==> src/rtl/core/vt4_pkg.sv <==
// ============================================================================
// vt4_pkg: shared types and constants for the 4x4 vertex transform
// Component, payload and lane-result types, fixed widths, and the reset
// identity pattern for the matrix registers.
// ============================================================================
package vt4_pkg;

    localparam int VT_DIM        = 4;   // vector length and matrix order
    localparam int COMP_W        = 32;  // one Q16.16 component
    localparam int PROD_W        = 2 * COMP_W;
    localparam int PAIR_W        = PROD_W + 1;
    localparam int TOT_W         = PROD_W + 2;
    localparam int ACC_W         = PROD_W + 3;   // total plus rounding headroom
    localparam int NUM_REGS      = 8;
    localparam int REG_SEL_W     = $clog2(NUM_REGS);
    localparam int CFG_IDX_W     = 4;
    localparam int CFG_DATA_W    = 64;
    localparam int LANE_STAGES   = 4;   // products, pair sums, total, round/clip
    localparam int PIPE_STAGES   = LANE_STAGES + 1;   // plus the input register
    localparam int FRAC_BITS_DEF = 16;

    typedef logic signed [COMP_W-1:0] t_comp;
    typedef logic [VT_DIM-1:0][COMP_W-1:0] t_comp4;

    typedef struct packed {
        logic signed [COMP_W-1:0] in_x;
        logic signed [COMP_W-1:0] in_y;
        logic signed [COMP_W-1:0] in_z;
        logic signed [COMP_W-1:0] in_w;
    } t_vec_in;

    typedef struct packed {
        logic signed [COMP_W-1:0] out_x;
        logic signed [COMP_W-1:0] out_y;
        logic signed [COMP_W-1:0] out_z;
        logic signed [COMP_W-1:0] out_w;
        logic                     saturated;
    } t_vec_out;

    // One row's finished component plus its clip flag.
    typedef struct packed {
        logic signed [COMP_W-1:0] value;
        logic                     sat;
    } t_lane_res;

    typedef t_lane_res [VT_DIM-1:0] t_lane_res4;

    // Identity matrix value of register idx: row = idx/2, column pair = idx%2.
    function automatic logic [CFG_DATA_W-1:0] vt4_ident(input int idx, input int frac_bits);
        int row;
        int grp;
        logic [CFG_DATA_W-1:0] val;
        row = idx / 2;
        grp = idx % 2;
        val = '0;
        if (grp == row / 2) begin
            val = CFG_DATA_W'(1) << (frac_bits + COMP_W * (row % 2));
        end
        return val;
    endfunction

endpackage

==> src/rtl/core/vt4_merge.sv <==
// ============================================================================
// vt4_merge: lane merge and output buffering
// Packs the four row results into one transaction, ORs the clip flags, and
// holds it in an output register backed by a one-entry skid register.
// ============================================================================
module vt4_merge (
    input  logic                i_clk,
    input  logic                i_rst_n,
    input  logic                i_res_valid,
    input  vt4_pkg::t_lane_res4 i_res,
    input  logic                i_out_stall,
    output logic                o_out_valid,
    output vt4_pkg::t_vec_out   o_out_data,
    output logic                o_full
);
    import vt4_pkg::*;

    t_vec_out w_asm;
    t_vec_out r_out;
    t_vec_out r_skid;
    logic     r_out_valid;
    logic     r_skid_valid;
    logic     w_out_fire;

    always_comb begin
        w_asm.out_x     = i_res[0].value;
        w_asm.out_y     = i_res[1].value;
        w_asm.out_z     = i_res[2].value;
        w_asm.out_w     = i_res[3].value;
        w_asm.saturated = i_res[0].sat | i_res[1].sat | i_res[2].sat | i_res[3].sat;
    end

    assign w_out_fire = r_out_valid & ~i_out_stall;

    // control
    always_ff @(posedge i_clk) begin
        if (!i_rst_n) begin
            r_out_valid  <= 1'b0;
            r_skid_valid <= 1'b0;
        end else if (r_skid_valid) begin
            if (w_out_fire) begin
                r_skid_valid <= 1'b0;
            end
        end else if (i_res_valid) begin
            if (r_out_valid && !w_out_fire) begin
                r_skid_valid <= 1'b1;
            end else begin
                r_out_valid <= 1'b1;
            end
        end else if (w_out_fire) begin
            r_out_valid <= 1'b0;
        end
    end

    // payload
    always_ff @(posedge i_clk) begin
        if (r_skid_valid) begin
            if (w_out_fire) begin
                r_out <= r_skid;
            end
        end else if (i_res_valid) begin
            if (r_out_valid && !w_out_fire) begin
                r_skid <= w_asm;
            end else begin
                r_out <= w_asm;
            end
        end
    end

    assign o_out_valid = r_out_valid;
    assign o_out_data  = r_out;
    assign o_full      = r_skid_valid;

endmodule

==> config.mk <==
export PLATFORM = sky130hd
export DESIGN_NAME = vt4_merge
export DESIGN_NICKNAME = d
export VERILOG_FILES = /design/src/rtl/core/vt4_pkg.sv /design/src/rtl/core/vt4_merge.sv
export SDC_FILE = /design/constraint.sdc
export NUM_CORES = 1
export LEC_CHECK = 0
export ABC_AREA = 0
export BUFFER_PORTS_ARGS = -buffer_cell sky130_fd_sc_hd__buf_2
export CAP_MARGIN = 20
export CORE_MARGIN = 5
export CORE_UTILIZATION = 46
export CTS_BUF_LIST = sky130_fd_sc_hd__clkbuf_8 sky130_fd_sc_hd__clkbuf_16
export CTS_CLUSTER_DIAMETER = 120
export CTS_CLUSTER_SIZE = 14
export DETAILED_ROUTE_END_ITERATION = 7
export PLACE_DENSITY = 0.76
export SLEW_MARGIN = 40
export SYNTH_ARGS = -nofsm -noshare
export SYNTH_HDL_FRONTEND = slang
export SYNTH_SLANG_ARGS = --single-unit
==> constraint.sdc <==
create_clock -name i_clk -period 12.9 [get_ports i_clk]
set_clock_uncertainty 0.05 [all_clocks]
set_input_delay 0 -clock i_clk [delete_from_list [all_inputs] [get_ports i_clk]]
set_output_delay 0 -clock i_clk [all_outputs]
set_load 0.02 [all_outputs]
# --- Word-level counts from Yosys, hierarchy flattened ---
# Index checks and enable logic that the tools add are counted.
classes:
  n_reduce_logical: 7
  n_eq_ne: 3
  n_div: 0
  bitwise_logic: 6
  addsub: 0
  mux: 11
  n_lt_le_gt_ge: 0
  multipliers: 0
  shift: 0
ops:
  columns: ["operator", "n"]
  rows:
  - ["129-bit two-way mux", 4]
  - ["3-bit AND reduction", 3]
  - ["1-bit two-way mux", 7]
  - ["2-bit != test (second input constant)", 2]
  - ["2-bit nonzero test", 2]
  - ["1-bit OR", 3]
  - ["2-bit by 1-bit != test with 1-bit output (second input constant)", 1]
  - ["1-bit NOT", 2]
  - ["1-bit AND", 1]
  - ["1-bit logical AND", 1]
  - ["1-bit logical NOT", 1]
word_totals:
  wordCells: 39
  latchBits: 0
  memories: 0
  ram_bits: 0
  output_inout_bits: 131
  mem_bits_ro: 0
  input_bits: 136
  register_bits: 260

# --- Longest topological paths before layout ---
# Gate-level depths: netlist of the first run.
logic_depth:
  depth_word: 7
  ltp_mapped: 5
  mapped_depth_nobuf: 2

# --- Worst setup path after synthesis of the first run ---
# Ideal clock, no wire load.
synth_timing:
  kind: "flip-flop to flip-flop"
  start: "reg r_skid_valid, in the netlist o_full"
  end: "reg r_out (netlist bit o_out_data[0]), enable pin"
  setup_time_ns: 0.815
  path_slack_ns: 1.748
  t_required_ns: 12.035
  path_buffers: 3
  period_less_slack_ns: 11.152
  arrival_ns: 10.287
  stages_incl_launch_ff: 6
  path_cell_list: "dfxtp_1 buf_2 buf_6 buf_4 nand2_1 a21boi_0"
synth_via:
  elab_chain_cells: 2
  elab_cells_between_ends: 4
  cone_classes: "eq/ne (2); reduce/logical (2)"
synth_lines:
  columns: ["element", "line_no", "source"]
  rows:
  - ["from (decl)", "vt4_merge.sv:22", "logic r_skid_valid;"]
  - ["from (signal assigned)", "vt4_merge.sv:39", "r_skid_valid <= 1'b0;"]
  - ["from (signal assigned)", "vt4_merge.sv:42", "r_skid_valid <= 1'b0;"]
  - ["from (signal assigned)", "vt4_merge.sv:46", "r_skid_valid <= 1'b1;"]
  - ["2-bit by 1-bit != test with 1-bit output (no line) (tied with other cells)", null, null]
  - ["3-bit AND reduction (no line) *", null, null]
  - ["to (signal assigned)", "vt4_merge.sv:59", "r_out <= r_skid;"]
  - ["to (signal assigned)", "vt4_merge.sv:65", "r_out <= w_asm;"]
  - ["to (decl)", "vt4_merge.sv:19", "t_vec_out r_out;"]
# Mark *: on every way between the ends. The rest lies on a longest branch, timed or not.
# A chain may end at the register's enable or synchronous reset.

# --- Worst setup path after layout of the first run ---
layout_timing:
  start: "reg r_skid_valid, in the netlist o_full"
  end: "reg r_out (netlist bit o_out_data[120]), enable pin"
# The elaborated chain is that of the path after synthesis.

==> metrics, run 1 <==
status finished, final reports clean; Synth cell types 15; Placer Congestion 0.762; Lkg Pwr 4.90 nW; critical path startpoint o_full; global-route wire length before repair 33100 um; relative slew slack 0.464; Mapped Cells 415; clock-pin slew on the worst setup and hold paths 0.07 ns; Final ANT Viol Nets 0; detailed placement HPWL 12800 um; Layout area overhead 38.5%; worst r2r src o_full; M1 WL 8100 um; largest cells by area after synthesis edfxtp_1 82%, mux2_2 15%, buf_4 0.56%; clock sink count 260; power density cells 138 nW/um^2; final setup TNS 0 ns; Peak VDD IR 0.116 mV; Die X 153 um; total CTS buffers 22; DRC 0; crit path launch type flip-flop; starting density of the core 0.466; Seq/Total Area, Yosys 0.828; Final Critical Period 2.74 ns; WL/cell 19.0 um; Yosys top cell area share 0.824; number of fill cells 1354; Hold WC Path Type in2reg; DR iter-0 viols 265; number of global-route vias before repair 5982; # H-tree levels 1; First-pass DRT Iterations 6; delay-heaviest family, CP buffers and inverters; Hold WS 0.168 ns; CP bufs+invs 2; Die Footprint 23400 um^2; most common cell after layout, fill and taps aside buf_2; row count 52; Congestion Overflow GR 0; layout cells sized above 1 0.512; total power 1.80 mW; Tcrit/Tclk final 0.213; Max-cap violations 0; Critical Path Max Stage Delay 0.67 ns; RSZ-0062 raised after global routing no; Worst Path Max Fanout 78; Die H 153 um; IO buf count 266; WL final 21000 um; DR vias/cell 4.92; CTS tree yes; endpoints failing setup 0; clock buffer depth 3; Worst Tran Pin Value 0.804 ns; met2 WL 11000 um; CP max-delay cell buf_6; Root Driver clkbuf_16; Post-CTS Repair Setup Buffers 0; met3 WL post-DR 1410 um; via count 5451; syn avg cell area 22.7 um^2; achievable frequency 364 MHz; Post-Synthesis Net Count 551; WS Path Type reg2reg; max layer used met4; overall routing resource usage 0.174; Critical Path RT 12.97 ns; count of final hold-check violations 0; largest area contributor in the netlist edfxtp_1; Post-Syn Area 9410 um^2; I/O pin count 267; max-slew violations 0; Critical Path AT 2.82 ns; total number of yosys warnings 0; PostCTS Resize Cnt 0; largest net degree at the start of global routing 79; hold path start i_res[114]; CP cell instances nand2_1, a21boi_4, buf_4, buf_6; most frequent cells in the layout 266 x buf_2, 258 x edfxtp_1, 134 x dlygate4sd3_1; fin util 0.646; clk_lat worst skew 0.50 ns; core footprint 20200 um^2; synthesis-stage register bit count 260; initial antenna violation count 1; Crit. End Element flip-flop; Net count, final 966; # hold bufs at CTS 134
## metal layers
layer	track usage	vias up
li1	-	2486
met1	0.218	2695
met2	0.301	228
met3	0.0461	42
met4	0.0484	0
met5	0	-
## final timing paths
path | to | slack (ns) | cells after the start
setup reg to reg | o_out_data[120] | 10.16 | 4
hold reg to reg | o_out_data[11] | 0.49 | 1
hold / removal | r_skid[15] | 0.17 | 2
setup / recovery | o_out_data[120] | 10.16 | 4
## area by class of cell
cell class | count | area, um^2 | share of cell area
Tap cell | 270 | 338 | 0.0259
Clock buffer | 23 | 576 | 0.0442
Sequential cell | 260 | 7790 | 0.598
Multi-Input combinational cell | 140 | 1540 | 0.118
Timing Repair Buffer | 406 | 2740 | 0.210
Clock inverter | 9 | 38.8 | 0.00298
Antenna cell | 1 | 2.50 | 0.000192
## power by group
part           leakage, nW  internal, mW  switching [mW]
Combinational         2.14        0.0943           0.113
Sequential            2.43         0.986          0.0150
Clock                0.330         0.318           0.273
Total                 4.90          1.40           0.400
## synth_stat cells
cell type / count
a21oi_1: 1
nand2_1: 2
nor2b_1: 1
nor2_1: 1
edfxtp_1: 258
buf_2: 7
nand2b_1: 1
dfxtp_1: 2
buf_6: 1
nor3b_1: 1
o21ai_0: 1
mux2_2: 129
buf_4: 7
or4_4: 1
a21boi_0: 2
## worst register-to-register path, cell delays in order (launching register included)
cell and delay [ns]:
dfxtp_4 0.63, nand2_1 0.18, a21boi_4 0.17, buf_4 0.55, buf_6 0.72
## flip-flops by register name (all words and copies together), names as in the netlist
register     flops
o_full           1
o_out_data     129
o_out_valid      1
r_skid         129
## through the flow
stage,area (um^2),worst slack [ns],std cells
2_1_floorplan,9410,1.75,415
3_3_place_gp,11000,9.54,941
3_5_place_dp,11100,9.99,942
4_1_cts,13000,9.98,1108
5_1_grt,13000,10.07,1109
6_report,13000,10.16,1109
## kinds of logic (layout without fill, tap and decap cells)
family                 after synthesis  count (layout)  synth area share
flip-flops                         260             260             0.828
other                                0               1                 0
buffers and inverters               15             438            0.0105
multiplexers                       129             129             0.154
AO/OA/AOI/OAI                        4               4           0.00266
AND/OR/NAND/NOR                      7               7           0.00452
(Power assumes the default switching activity.)
==> inputs of run 2 (changes only) <==
ABC_AREA = 1   (was 0)
clock period = 2.8 ns   (was 12.9 ns; I/O delays follow)
==> run 2 against run 1 <==
Against the previous run: wire length increased by 6.2%; clock power increased to 4.6 times the previous value; die area increased by 1.4%; largest cell class unchanged; highest routed layer unchanged.
==> metrics, run 2 <==
power density cells 628 nW/um^2; Setup WS pre-CTS 1.00 ns; Crit. End Element flip-flop; Peak VDD IR 0.448 mV; core footprint 20400 um^2; endpoints failing setup 0; largest net degree at the start of global routing 89; Die Footprint 23700 um^2; Post-CTS Repair Setup Buffers 0; delay-heaviest family, CP buffers and inverters; Critical Path RT 3.00 ns; DR iter-0 viols 411; total power 8.22 mW; overall routing resource usage 0.179; clock-pin slew on the worst setup and hold paths 0.07 ns; Mapped Cells 697; row count 52; # hold bufs at CTS 135; Post-Syn Area 9550 um^2; initial antenna violation count 0; top_reg_cell synth edfxtp_1; syn avg cell area 13.7 um^2; starting density of the core 0.469; synthesis-stage register bit count 260; Async SR Flop Fraction 0; critical path depth 8; Worst Path Max Fanout 2; Lkg Pwr 5.59 nW; via count 6447; top-count cell post-synth nand2_1; largest area contributor in the netlist edfxtp_1; DRC 0; WL final 22300 um; DR vias/cell 4.68; detailed placement HPWL 13100 um; Yosys top cell area share 0.811; PostCTS Resize Cnt 0; total number of yosys warnings 0; CP max-delay cell dlygate4sd3_1; Post-Synthesis Net Count 833; I/O pin count 267; antenna diode count 0; Die H 154 um; WS Path Type in2reg; Placer Congestion 0.778; Critical Path Max Stage Delay 0.58 ns; fin util 0.643; largest cells by area after synthesis edfxtp_1 81%, nand2_1 16%, buf_6 1.4%; CP bufs+invs 4; crit path launch type primary input; total CTS buffers 22; Post-synth EDFFs 258; worst r2r src o_out_valid; Root Driver clkbuf_16; most frequent cells in the layout 393 x nand2_1, 266 x buf_2, 258 x edfxtp_1; Net count, final 1238; Congestion Overflow GR 0; CP cell instances dlygate4sd3_1, buf_2, nor2_1, dlygate4sd3_1, nand2_1, dlygate4sd3_1, nand2_1, nand2_1; Final Critical Period 1.85 ns; flop2flop setup slack 1.00 ns; Final ANT Viol Nets 0; Post-synth top cells 395 x nand2_1, 258 x edfxtp_1, 14 x buf_2, 12 x buf_6, 6 x inv_1; clk_lat worst skew 0.49 ns; clock buffer depth 3; Die X 154 um; # H-tree levels 1; setup ws final 0.952 ns; Max-cap violations 0; WL/cell 16.2 um; CTS tree yes; RSZ-0062 raised after global routing no; Seq/Total Area, Yosys 0.816; First-pass DRT Iterations 5; IO buf count 266; Tcrit/Tclk final 0.660; most common cell after layout, fill and taps aside nand2_1; count of final hold-check violations 0; Worst Tran Pin Value 0.764 ns; critical path startpoint i_res[0]; relative slew slack 0.491; Synth cell types 12; Critical R2R Capture r_skid[65]; critical path endpoint o_out_data[0]; status finished, final reports clean; max-slew violations 0; Hold WC Path Type in2reg; clock sink count 260; Layout area overhead 37.2%; global-route wire length before repair 34300 um; R2R depth 5; layout cells sized above 1 0.275; achievable frequency 541 MHz; number of global-route vias before repair 6564; Critical Path AT 2.05 ns
run 2: cell types whose count changed after synthesis, moves of 2 or more:
| cell | before | now |
|---|---|---|
| buf_4 | 7 | 2 |
| inv_1 | 0 | 6 |
| buf_6 | 1 | 12 |
| a21boi_0 | 2 | 0 |
| mux2_2 | 129 | 0 |
| nand2_1 | 2 | 395 |
| buf_2 | 7 | 14 |
| nor2_1 | 1 | 3 |
run 2: logic make-up (layout without fill, tap and decap cells):
logic type             count (synthesis)  count (layout)  share of synthesized area
AND/OR/NAND/NOR                      399             399                      0.157
flip-flops                           260             260                      0.816
buffers and inverters                 36             448                     0.0265
AO/OA/AOI/OAI                          2               2                    0.00105
run 2: per-stage QoR:
stage	hold WS, ns	instances	TNS, ns	instance area (um^2)
finish	0.145	1379	0	13100
detailed placement	0.142	1213	0	11100
CTS	0.139	1379	0	13100
global placement	0.142	1212	0	11100
floorplan	0.0476	697	-109.12	9590
global route	0.136	1379	0	13100
run 2: layer usage:
metal	up-vias	GRT usage	share of wire	wire (um)
met5	-	0	0	0
met4	0	0.0521	0.024	538
met3	46	0.0402	0.080	1790
met2	287	0.322	0.51	11400
met1	2959	0.216	0.39	8610
li1	3155	-	-	-
run 2: final cells by class:
type	instances	area [um^2]
clock buffers	23	576
multi-input cells	401	1540
inverters	7	32.5
repair buffers	410	2790
fillers	1451	7270
flip-flops and latches	260	7790
clock inverters	8	35.0
well taps	270	338
run 2: how the worst min path moves through the flow:
stage | from | to | slack (ns) | cells after the start
after floorplan | i_rst_n | o_out_valid | 0.05 | 2
after global placement | i_res[77] | r_skid[43] | 0.14 | 1
after detailed placement | i_res[21] | r_skid[117] | 0.14 | 1
after CTS | i_res_valid | o_out_data[104] | 0.14 | 4
after global routing | i_res_valid | o_out_data[104] | 0.14 | 4
final | i_res_valid | o_out_data[104] | 0.14 | 4
run 2: tightest hold or removal path, cell delays in order:
cell and delay [ns]:
buf_2 0.12, nand2_4 0.08, a21oi_4 0.06, buf_12 0.21
run 2: power by group:
group | internal, mW | switching [mW] | leakage [nW] | total [mW]
Combinational | 0.359 | 0.554 | 2.83 | 0.913
Clock | 1.46 | 1.25 | 0.325 | 2.71
Sequential | 4.53 | 0.0605 | 2.44 | 4.59
Total | 6.35 | 1.87 | 5.59 | 8.22
